**src/hdl/utmc_pkg.sv**
```systemverilog
// Shared types and codes for the uniform tile map compressor.
// Command codes, result select codes and the controller/datapath handshake structs.
// No dependencies.
package utmc_pkg;

  localparam int CMD_W = 2;
  localparam logic [CMD_W-1:0] CMD_LOAD     = 2'd0;
  localparam logic [CMD_W-1:0] CMD_COMPRESS = 2'd1;
  localparam logic [CMD_W-1:0] CMD_GET      = 2'd2;

  localparam int CFG_W = 4;
  localparam logic [CFG_W-1:0] SIDE_LOG2_RESET = 4'd8;

  localparam logic [7:0] PIXEL_NOT_READY = 8'hFF;

  typedef logic [2:0] res_sel_t;
  localparam res_sel_t RES_HOLD = 3'd0;
  localparam res_sel_t RES_ZERO = 3'd1;
  localparam res_sel_t RES_FF   = 3'd2;
  localparam res_sel_t RES_TBL  = 3'd3;
  localparam res_sel_t RES_MIX  = 3'd4;

  typedef struct packed {
    logic     walk_start;
    logic     walk_step;
    logic     walk_done;
    logic     get_start;
    logic     load_wr;
    res_sel_t res_sel;
  } utmc_cmd_t;

  typedef struct packed {
    logic map_ready;
    logic walk_last;
    logic tbl_uniform;
  } utmc_sts_t;

endpackage

```
**src/hdl/utmc_ctrl.sv**
```systemverilog
// Controller state machine of the tile map compressor.
// Sequences load, compress walk and get lookups; drives the result strobe.
// Depends on utmc_pkg.
module utmc_ctrl (
  input  logic                            clk,
  input  logic                            rst_n,
  input  logic                            start,
  input  logic [utmc_pkg::CMD_W-1:0]      in_command,
  input  utmc_pkg::utmc_sts_t             sts,
  output utmc_pkg::utmc_cmd_t             cmd,
  output logic                            busy,
  output logic                            out_strobe
);
  import utmc_pkg::*;

  localparam logic [2:0] ST_IDLE  = 3'd0;
  localparam logic [2:0] ST_WALK  = 3'd1;
  localparam logic [2:0] ST_DRAIN = 3'd2;
  localparam logic [2:0] ST_GTBL  = 3'd3;
  localparam logic [2:0] ST_GPIX  = 3'd4;

  logic [2:0] state_r, state_nxt;
  logic       strobe_r, strobe_nxt;

  always_comb begin
    state_nxt  = state_r;
    strobe_nxt = 1'b0;
    cmd        = '0;
    cmd.res_sel = RES_HOLD;
    case (state_r)
      ST_IDLE: begin
        if (start) begin
          case (in_command)
            CMD_COMPRESS: begin
              cmd.walk_start = 1'b1;
              state_nxt      = ST_WALK;
            end
            CMD_GET: begin
              if (sts.map_ready) begin
                cmd.get_start = 1'b1;
                state_nxt     = ST_GTBL;
              end else begin
                cmd.res_sel = RES_FF;
                strobe_nxt  = 1'b1;
              end
            end
            default: begin
              cmd.load_wr = (in_command == CMD_LOAD);
              cmd.res_sel = RES_ZERO;
              strobe_nxt  = 1'b1;
            end
          endcase
        end
      end
      ST_WALK: begin
        cmd.walk_step = 1'b1;
        if (sts.walk_last) begin
          state_nxt = ST_DRAIN;
        end
      end
      ST_DRAIN: begin
        cmd.walk_done = 1'b1;
        cmd.res_sel   = RES_ZERO;
        strobe_nxt    = 1'b1;
        state_nxt     = ST_IDLE;
      end
      ST_GTBL: begin
        if (sts.tbl_uniform) begin
          cmd.res_sel = RES_TBL;
          strobe_nxt  = 1'b1;
          state_nxt   = ST_IDLE;
        end else begin
          state_nxt = ST_GPIX;
        end
      end
      ST_GPIX: begin
        cmd.res_sel = RES_MIX;
        strobe_nxt  = 1'b1;
        state_nxt   = ST_IDLE;
      end
      default: begin
        state_nxt = ST_IDLE;
      end
    endcase
  end

  always_ff @(posedge clk) begin
    if (!rst_n) begin
      state_r  <= ST_IDLE;
      strobe_r <= 1'b0;
    end else begin
      state_r  <= state_nxt;
      strobe_r <= strobe_nxt;
    end
  end

  assign busy       = (state_r != ST_IDLE);
  assign out_strobe = strobe_r;

  a_strobe_only_idle: assert property (@(posedge clk) disable iff (!rst_n)
    strobe_r |-> (state_r == ST_IDLE))
    else $error("result strobe while a command is in flight");

  a_compress_goes_busy: assert property (@(posedge clk) disable iff (!rst_n)
    (start && !busy && in_command == CMD_COMPRESS) |=> busy)
    else $error("compress accepted but walk did not start");

  a_gpix_answers: assert property (@(posedge clk) disable iff (!rst_n)
    (state_r == ST_GPIX) |=> strobe_r)
    else $error("mixed block lookup gave no result");

  a_drain_after_walk: assert property (@(posedge clk) disable iff (!rst_n)
    (state_r == ST_DRAIN) |-> $past(state_r) == ST_WALK)
    else $error("drain entered without a walk");

endmodule

```
**config.mk**
```make
export PLATFORM = sky130hd
export DESIGN_NAME = utmc_ctrl
export DESIGN_NICKNAME = d
export VERILOG_FILES = /design/src/hdl/utmc_pkg.sv /design/src/hdl/utmc_ctrl.sv
export SDC_FILE = /design/constraint.sdc
export NUM_CORES = 1
export LEC_CHECK = 0
export BUFFER_PORTS_ARGS = -buffer_cell sky130_fd_sc_hd__buf_2
export CAP_MARGIN = 20
export CORE_AREA = 2 2 39 41
export CTS_CLUSTER_SIZE = 40
export DETAILED_ROUTE_END_ITERATION = 10
export DIE_AREA = 0 0 41 43
export SLEW_MARGIN = 30
export SYNTH_ARGS = -nofsm -noshare
export SYNTH_HDL_FRONTEND = slang
export SYNTH_SLANG_ARGS = --single-unit
```
**constraint.sdc**
```tcl
create_clock -name clk -period 1.5 [get_ports clk]
set_clock_uncertainty 0.2 [all_clocks]
set_input_delay 0 -clock clk [delete_from_list [all_inputs] [get_ports clk]]
set_output_delay 0 -clock clk [all_outputs]
set_load 0.02 [all_outputs]
```
==> impl_metrics.ini, run 1 <==
[place]
hpwlAfterDp_um = 652
gp_congestion = 0.660
io_buffer_count = 17

[clock_tree]
cts_tree = built
htree_num_levels = 1
numCtsBuffers = 3
cts_buffer_depth = 2
cts_root_buf = clkbuf_4
cts_num_sinks = 4
clkSlewWorstSetupHoldPaths_ns = 0.04
clk-insertion-delay-late_ns = 0.23

[synth]
yosysTopAreaCellShare = 0.229
synth_top_area_cell = dfxtp_1
synth.most_common_cell = inv_1
ys_seq_area_frac = 0.229
synth_seq_cells = 4
synth.area.top_cells = dfxtp_1 23%, ha_1 14%, nor4b_4 6.8%
postSynthAreaPerCell_um2 = 8.31
synth_cells = 42
synth-edff-count = 0
syn_nets = 54
synth-warning-count = 0
synth_cell_types = 22
async_flop_share = 0
synthesis.area_um2 = 349
ys.flop_type = dfxtp_1
synth_common_cells = 5 x inv_1, 4 x dfxtp_1, 4 x ha_1, 4 x nand2_1

[power]
power_leakage_nw = 0.308
intPower_uw = 253
peakVddDrop_mv = 0.157
power_density_nw_per_um2 = 621
seq_power_share = 0.326
p_switching_uw = 98.5
power_frac_clock = 0.374
power_frac_comb = 0.299
power_uw = 351
power_switching_share = 0.280

[detailed_routing]
first_pass_iters = 2
via_per_inst = 4.38
wl_per_cell_um = 9.89
drc = 0
drtIter0Drc = 5
drt-total-wl_um = 831
vias = 368
antenna_left = 0

[critical_path]
required_ns = 1.30
critPathMaxFanout = 6
critPathArrivalTime_ns = 1.30
cp-end-kind = primary output
startpoint_type = flop
critPathKind = flop to primary output

[timing]
period_share = 1.00
setup_viol_count_final = 1
min_period_ns = 1.50
fmax_mhz = 666
worst_slack_ns = -0.00130
maxSlewViolCount = 0
worst_pin_slew_ns = 0.332
final.setup.tns_ns = -0.00130
hold_viol = 0
slew_headroom = 0.778
rsz0062_at_grt = true

[final_layout]
drive_gt1_frac = 0.441
fillers = 147
fin_nets = 82
seq_area_um2 = 86.3
multi_input_area_um2 = 249
n_antenna_cell = 0
area_growth_pct = 62.0

[global_route]
grt_max_degree = 7
grt_pass1_vias = 345
antenna_found_initial = 0
grt_pass1_wl_mm = 1.25
grt_overflow = 0
grt_use_total = 0.107

[hold_path]
holdCritPathClass = primary input to flop

[die]
dieArea_um2 = 1760
core_um2 = 1380
rows = 14
floorplan.initialDensity = 0.252
ios = 18
die_width_um = 41
die_h_um = 43

[run_status]
status = finished, violations left
failed_checks = setup timing

[flow_run]
drv_cap = 0
per-layer routing:
| metal | track usage | vias to the layer above | routed length, µm |
|---|---|---|---|
| li1 | - | 195 | - |
| met1 | 0.128 | 160 | 376 |
| met2 | 0.147 | 11 | 395 |
| met3 | 0.0157 | 2 | 45 |
| met4 | 0.113 | 0 | 14 |
| met5 | 0 | - | 0 |
layout by cell type (no fill, tap or decap), types with 2 or more instances in the layout:
| cell type | count |
|---|---|
| and2_1 | 3 |
| buf_2 | 13 |
| buf_4 | 4 |
| buf_6 | 3 |
| clkbuf_4 | 3 |
| dfxtp_2 | 2 |
| dlygate4sd3_1 | 4 |
| ha_1 | 4 |
| inv_1 | 5 |
| nand2_1 | 4 |
| nor2_1 | 2 |
| nor2b_1 | 3 |
| o21ai_0 | 2 |
cells by family after synthesis:
logic type               Yosys count  synth area share
multiplexers                       1            0.0287
buffers and inverters              6            0.0860
flip-flops                         4             0.229
AND/OR/NAND/NOR                   20             0.376
AO/OA/AOI/OAI                      7             0.136
adder cells (fa/ha/maj)            4             0.143
layout make-up:
cell class	count	share of cell area
Multi-Input combinational cell	32	0.440
Inverter	5	0.0332
Sequential cell	4	0.153
Tap cell	16	0.0354
Clock buffer	3	0.0398
Timing Repair Buffer	24	0.299
through the flow:
step | hold WS (ns) | utilization | cell area [µm²] | cells | setup slack (ns)
floorplan | -0.0825 | - | 354 | 42 | 0.186
global placement | 0.0503 | 0.329 | 455 | 75 | 0.137
detailed placement | 0.0487 | 0.329 | 455 | 75 | 0.160
CTS | 0.00599 | 0.398 | 551 | 84 | -0.0301
global route | 0.0345 | 0.409 | 566 | 84 | -0.0806
finish | 0.0109 | 0.409 | 566 | 84 | -0.00130
state kept, by name (all words and copies together) (netlist names):
| name | flops |
|---|---|
| state_r | 3 |
| out_strobe | 1 |
power groups by stage:
stage	combinational, mW	clock (mW)	sequential (mW)
6_report	0.105	0.131	0.115
5_1_grt	0.116	0.144	0.115
4_1_cts	0.104	0.138	0.114
3_5_place_dp	0.0871	0	0.118
3_3_place_gp	0.0866	0	0.118
2_1_floorplan	0.0571	0	0.118
path summary, 6_finish.rpt:
path / from / to / slack [ns] / depth (start not counted)
worst min register to register: state_r[2] / out_strobe / 0.39 / 2
worst max register to register: state_r[1] / out_strobe / 0.23 / 3
worst min-delay path: start / state_r[1] / 0.01 / 4
worst max-delay path: state_r[1] / cmd[4] / -0.001 / 3
worst max-delay path, cell delays in order (launching register included):
cell     delay [ns]
dfxtp_2        0.34
nor4b_4        0.38
and3_4         0.24
buf_6          0.11
repair_timing:
item | CTS | global route
pin swaps | 2 | 4
setup buffers | 2 | 0
hold endpoints to repair | 4 | 0
hold buffers | 4 | 0
resized for setup | 7 | 5
setup endpoints to repair | 5 | 4
Note: power is estimated with default switching activity, not from simulation.
==> inputs of run 2 (changes only) <==
--- a/config.mk
+++ b/config.mk
@@ -5,7 +5,7 @@
 export SDC_FILE = /design/constraint.sdc
 export NUM_CORES = 1
 export LEC_CHECK = 0
-export BUFFER_PORTS_ARGS = -buffer_cell sky130_fd_sc_hd__buf_2
+export BUFFER_PORTS_ARGS = -buffer_cell sky130_fd_sc_hd__buf_4
 export CAP_MARGIN = 20
 export CORE_AREA = 2 2 39 41
 export CTS_CLUSTER_SIZE = 40
==> constraint.sdc (replaced) <==
create_clock -name clk -period 1.74 [get_ports clk]
set_clock_uncertainty 0.2 [all_clocks]
set_input_delay 0 -clock clk [delete_from_list [all_inputs] [get_ports clk]]
set_output_delay 0 -clock clk [all_outputs]
set_load 0.02 [all_outputs]
==> impl_metrics.ini, run 2 (same netlist as run 1, synthesis figures left out) <==
[run_status]
status = complete, no violations

[final_layout]
fin_nets = 79
fillers = 163
multi_input_area_um2 = 239
final_cell_mix = 17 x buf_4, 5 x inv_1
final_area_um2 = 548
fin_cells = 81
largest_register = state_r
seq_area_um2 = 80.1
largest_reg_flops = 3
final_common_cell = buf_4
area_growth_pct = 57.0
drive_gt1_frac = 0.338
n_antenna_cell = 0

[power]
intPower_uw = 221
power_switching_share = 0.280
p_switching_uw = 86.2
power_frac_comb = 0.295
power_leakage_nw = 0.291
power_density_nw_per_um2 = 561
seq_power_share = 0.328
peakVddDrop_mv = 0.172
power_frac_clock = 0.377

[timing]
final.setup.tns_ns = 0
rsz0062_at_grt = false
period_share = 0.920
hold_viol = 0
min_period_ns = 1.60
slew_headroom = 0.786
fmax_mhz = 625
worst_pin_slew_ns = 0.320
maxSlewViolCount = 0
worst_slack_ns = 0.139
setup_viol_count_final = 0

[critical_path]
startpoint_type = flop
critPathMaxFanout = 9
rr_endpoint = out_strobe
r2r_cells = 3
rr_startpoint = state_r[0]
critPathArrivalTime_ns = 1.40
required_ns = 1.54
cp-end-kind = primary output
critPathKind = flop to primary output
rrSetupSlack_ns = 0.41

[clock_tree]
cts_tree = built
cts_buffer_depth = 2
cts_root_buf = clkbuf_4
numCtsBuffers = 3
clkSlewWorstSetupHoldPaths_ns = 0.04
post_cts.resized_instances = 0
htree_num_levels = 1
clk-insertion-delay-late_ns = 0.24
cts_num_sinks = 4

[global_route]
grt_use_total = 0.102
grt_max_degree = 10
grt_pass1_vias = 298
grt_overflow = 0
antenna_found_initial = 0
grt_pass1_wl_mm = 1.19

[flow_run]
drv_cap = 0

[place]
gp_congestion = 0.739
hpwlAfterDp_um = 643
placed_cells = 74
postPlaceCellArea_um2 = 485
io_buffer_count = 17
place_ws_ns = 0.362

[detailed_routing]
drc = 0
wl_per_cell_um = 9.84
antenna_left = 0
first_pass_iters = 4
vias = 367
drt-total-wl_um = 797
drtIter0Drc = 3
via_per_inst = 4.53

[hold_path]
holdCritPathClass = primary input to flop
hold_depth = 4
hold_start = start
whs_endpoint = out_strobe

[die]
die_h_um = 43
floorplan.initialDensity = 0.252
rows = 14
core_um2 = 1380
die_width_um = 41
dieArea_um2 = 1760
ios = 18
==> run 2: routing by layer <==
| metal | global-route usage | share of wire |
|---|---|---|
| met1 | 0.121 | 0.43 |
| met4 | 0.100 | 0.038 |
| met3 | 0.0209 | 0.080 |
| met5 | 0 | 0 |
| met2 | 0.141 | 0.45 |
==> run 2: critical path, cell delays in order, from the launching register on <==
cell	delay (ns)
dfxtp_1	0.50
inv_1	0.11
o21ai_0	0.28
a21oi_1	0.11
buf_4	0.17
==> run 2: per-stage QoR <==
| step | power [mW] | hold WS, ns | util |
|---|---|---|---|
| floorplan | 0.151 | -0.0825 | - |
| global placement | 0.186 | 0.0423 | 0.351 |
| detailed placement | 0.187 | 0.0375 | 0.351 |
| CTS | 0.311 | 0.00541 | 0.396 |
| global route | 0.325 | 0.0316 | 0.396 |
| finish | 0.308 | 0.00648 | 0.396 |
==> run 2: power groups by stage <==
stage / clock (mW) / combinational [mW] / sequential [mW]
finish: 0.116 / 0.0909 / 0.101
global route: 0.124 / 0.0996 / 0.101
CTS: 0.119 / 0.0919 / 0.101
detailed placement: 0 / 0.0843 / 0.102
global placement: 0 / 0.0845 / 0.102
floorplan: 0 / 0.0489 / 0.102
==> run 2: worst max-delay path by stage <==
stage / from / endpoint / slack (ns) / cells past startpoint
after floorplan: state_r[0] / state_r[0] / 0.18 / 4
after global placement: in_command[0] / state_r[0] / 0.34 / 6
after detailed placement: in_command[0] / state_r[0] / 0.36 / 6
after CTS: state_r[0] / cmd[0] / 0.14 / 4
after global routing: state_r[0] / cmd[0] / 0.06 / 4
final: state_r[0] / cmd[0] / 0.14 / 4
==> run 2: what timing repair did <==
| action | CTS | global route |
|---|---|---|
| hold buffers | 4 | 0 |
| endpoints found under the hold margin | 4 | 0 |
| setup buffers | 0 | 0 |
==> run 2: cell type report <==
type / instances / area share
repair buffers: 21 / 0.306
clock buffers: 3 / 0.0411
inverters: 5 / 0.0342
flip-flops and latches: 4 / 0.146
multi-input cells: 32 / 0.436
well taps: 16 / 0.0365
==> inputs of run 3 (changes only) <==
--- a/config.mk
+++ b/config.mk
@@ -6,11 +6,12 @@
 export NUM_CORES = 1
 export LEC_CHECK = 0
 export BUFFER_PORTS_ARGS = -buffer_cell sky130_fd_sc_hd__buf_4
-export CAP_MARGIN = 20
+export CAP_MARGIN = 15
 export CORE_AREA = 2 2 39 41
 export CTS_CLUSTER_SIZE = 40
 export DETAILED_ROUTE_END_ITERATION = 10
 export DIE_AREA = 0 0 41 43
+export PLACE_DENSITY_LB_ADDON = 0.12
 export SLEW_MARGIN = 30
 export SYNTH_ARGS = -nofsm -noshare
 export SYNTH_HDL_FRONTEND = slang
==> constraint.sdc (replaced) <==
create_clock -name clk -period 1.9 [get_ports clk]
set_clock_uncertainty 0.2 [all_clocks]
set_input_delay 0 -clock clk [delete_from_list [all_inputs] [get_ports clk]]
set_output_delay 0 -clock clk [all_outputs]
set_load 0.02 [all_outputs]
==> impl_metrics.ini, run 3 (same netlist as run 1, synthesis figures left out) <==
[detailed_routing]
drc = 0
vias = 374
first_pass_iters = 2
wl_per_cell_um = 10.3
via_per_inst = 4.51
drt-total-wl_um = 852
antenna_left = 0
drtIter0Drc = 9

[critical_path]
startpoint_type = flop
critPathArrivalTime_ns = 1.78
cp_top_family = buffers and inverters
critPathKind = flop to flop
cp-end-kind = flop
critPathMaxFanout = 9
cpPeakStageDelay_ns = 0.56
crit_chain = nor4b_4 -> nand2_1 -> a31oi_1 -> dlygate4sd3_1
cp_slowest_cell = dlygate4sd3_1
required_ns = 1.88
cp_num_buf_inv = 1

[final_layout]
fin_nets = 81
final_cell_mix = 18 x buf_4, 5 x inv_1, 5 x dlygate4sd3_1
area_growth_pct = 65.9
n_antenna_cell = 0
fillers = 147
seq_area_um2 = 86.3
multi_input_area_um2 = 246
fin_cells = 83
largest_register = state_r
final_area_um2 = 579
drive_gt1_frac = 0.418
largest_reg_flops = 3
final_common_cell = buf_4

[timing]
final.setup.tns_ns = 0
fmax_mhz = 555
period_share = 0.948
maxSlewViolCount = 0
slew_headroom = 0.798
setup_viol_count_final = 0
hold_viol = 0
whs_ns = 0.0226
rsz0062_at_grt = false
min_period_ns = 1.80
worst_pin_slew_ns = 0.302

[power]
power_leakage_nw = 0.311
intPower_uw = 206
power_density_nw_per_um2 = 493
power_switching_share = 0.277
power_frac_comb = 0.309
p_switching_uw = 79.3
power_uw = 286
power_frac_clock = 0.368
seq_power_share = 0.323
peakVddDrop_mv = 0.145

[hold_path]
holdCritPathClass = primary input to flop

[die]
rows = 14
core_um2 = 1380
die_h_um = 43
floorplan.initialDensity = 0.252
dieArea_um2 = 1760
die_width_um = 41
ios = 18

[global_route]
met1_usage = 0.143
grt_overflow = 0
grt.busiest_layer = met2
grt_pass1_vias = 341
use_met2 = 0.169
antenna_found_initial = 0
grt_use_total = 0.118
use_met3 = 0.0209
grt_max_degree = 10
grt_pass1_wl_mm = 1.43

[clock_tree]
numCtsBuffers = 3
cts_num_sinks = 4
cts_buffer_depth = 2
htree_num_levels = 1
cts_tree = built
clkSlewWorstSetupHoldPaths_ns = 0.04
cts_root_buf = clkbuf_4
clk-insertion-delay-late_ns = 0.23

[place]
postPlaceCellArea_um2 = 485
gp_congestion = 0.668
io_buffer_count = 17
placed_cells = 74
hpwlAfterDp_um = 680

[flow_run]
drv_cap = 0

[run_status]
status = complete, no violations
==> run 3: cell types whose count changed in the layout (fill, tap and decap cells not counted) <==
cell / change
buf_4: +1
nor3b_1: -1
nor2b_2: +1
dfxtp_4: +1
nor2b_1: -1
dfxtp_2: +2
nor3b_2: +1
dlygate4sd3_1: +1
dfxtp_1: -3
==> run 3: worst register-to-register path, delay by kind of cell (launching register included) <==
family                 cells  cell delay [ns]
AOI/OAI and AO/OA          1             0.17
buffers and inverters      1             0.56
DFF                        1             0.37
and+or+nand+nor            2             0.45
==> run 3: layout make-up <==
type / count / share of cell area
multi-input cells: 32 / 0.425
flip-flops and latches: 4 / 0.149
well taps: 16 / 0.0346
repair buffers: 23 / 0.320
clock buffers: 3 / 0.0389
inverters: 5 / 0.0324
==> run 3: through the flow <==
stage | util | setup WS (ns)
4_1_cts | 0.403 | 0.0176
5_1_grt | 0.419 | 0.000670
2_1_floorplan | - | 0.340
3_5_place_dp | 0.351 | 0.494
6_report | 0.419 | 0.0985
3_3_place_gp | 0.351 | 0.492
==> run 3: worst paths after layout <==
| path | from | to | slack (ns) | cells past startpoint |
|---|---|---|---|---|
| max | state_r[0] | out_strobe | 0.1 | 4 |
| min | start | state_r[1] | 0.02 | 4 |
| max reg2reg | state_r[0] | out_strobe | 0.1 | 4 |
| min reg2reg | state_r[0] | state_r[2] | 0.40 | 1 |
==> run 3: layer usage <==
layer | share of wire | vias to the layer above
met3 | 0.038 | 2
met4 | 0.0094 | 0
met2 | 0.50 | 9
met5 | 0 | -
li1 | - | 193
met1 | 0.46 | 170
==> run 3: repair_timing <==
action	4_1_cts	5_1_grt
gates resized for setup	0	6
buffers inserted	0	1
hold buffers	5	0
endpoints found under the setup margin	0	2
endpoints found under the hold margin	4	0
==> run 3: power by group through the flow <==
stage | Combinational [mW] | Clock, mW | Sequential, mW
CTS | 0.0867 | 0.110 | 0.0925
finish | 0.0882 | 0.105 | 0.0923
global placement | 0.0780 | 0 | 0.0938
detailed placement | 0.0779 | 0 | 0.0938
global route | 0.0978 | 0.115 | 0.0928
floorplan | 0.0448 | 0 | 0.0931
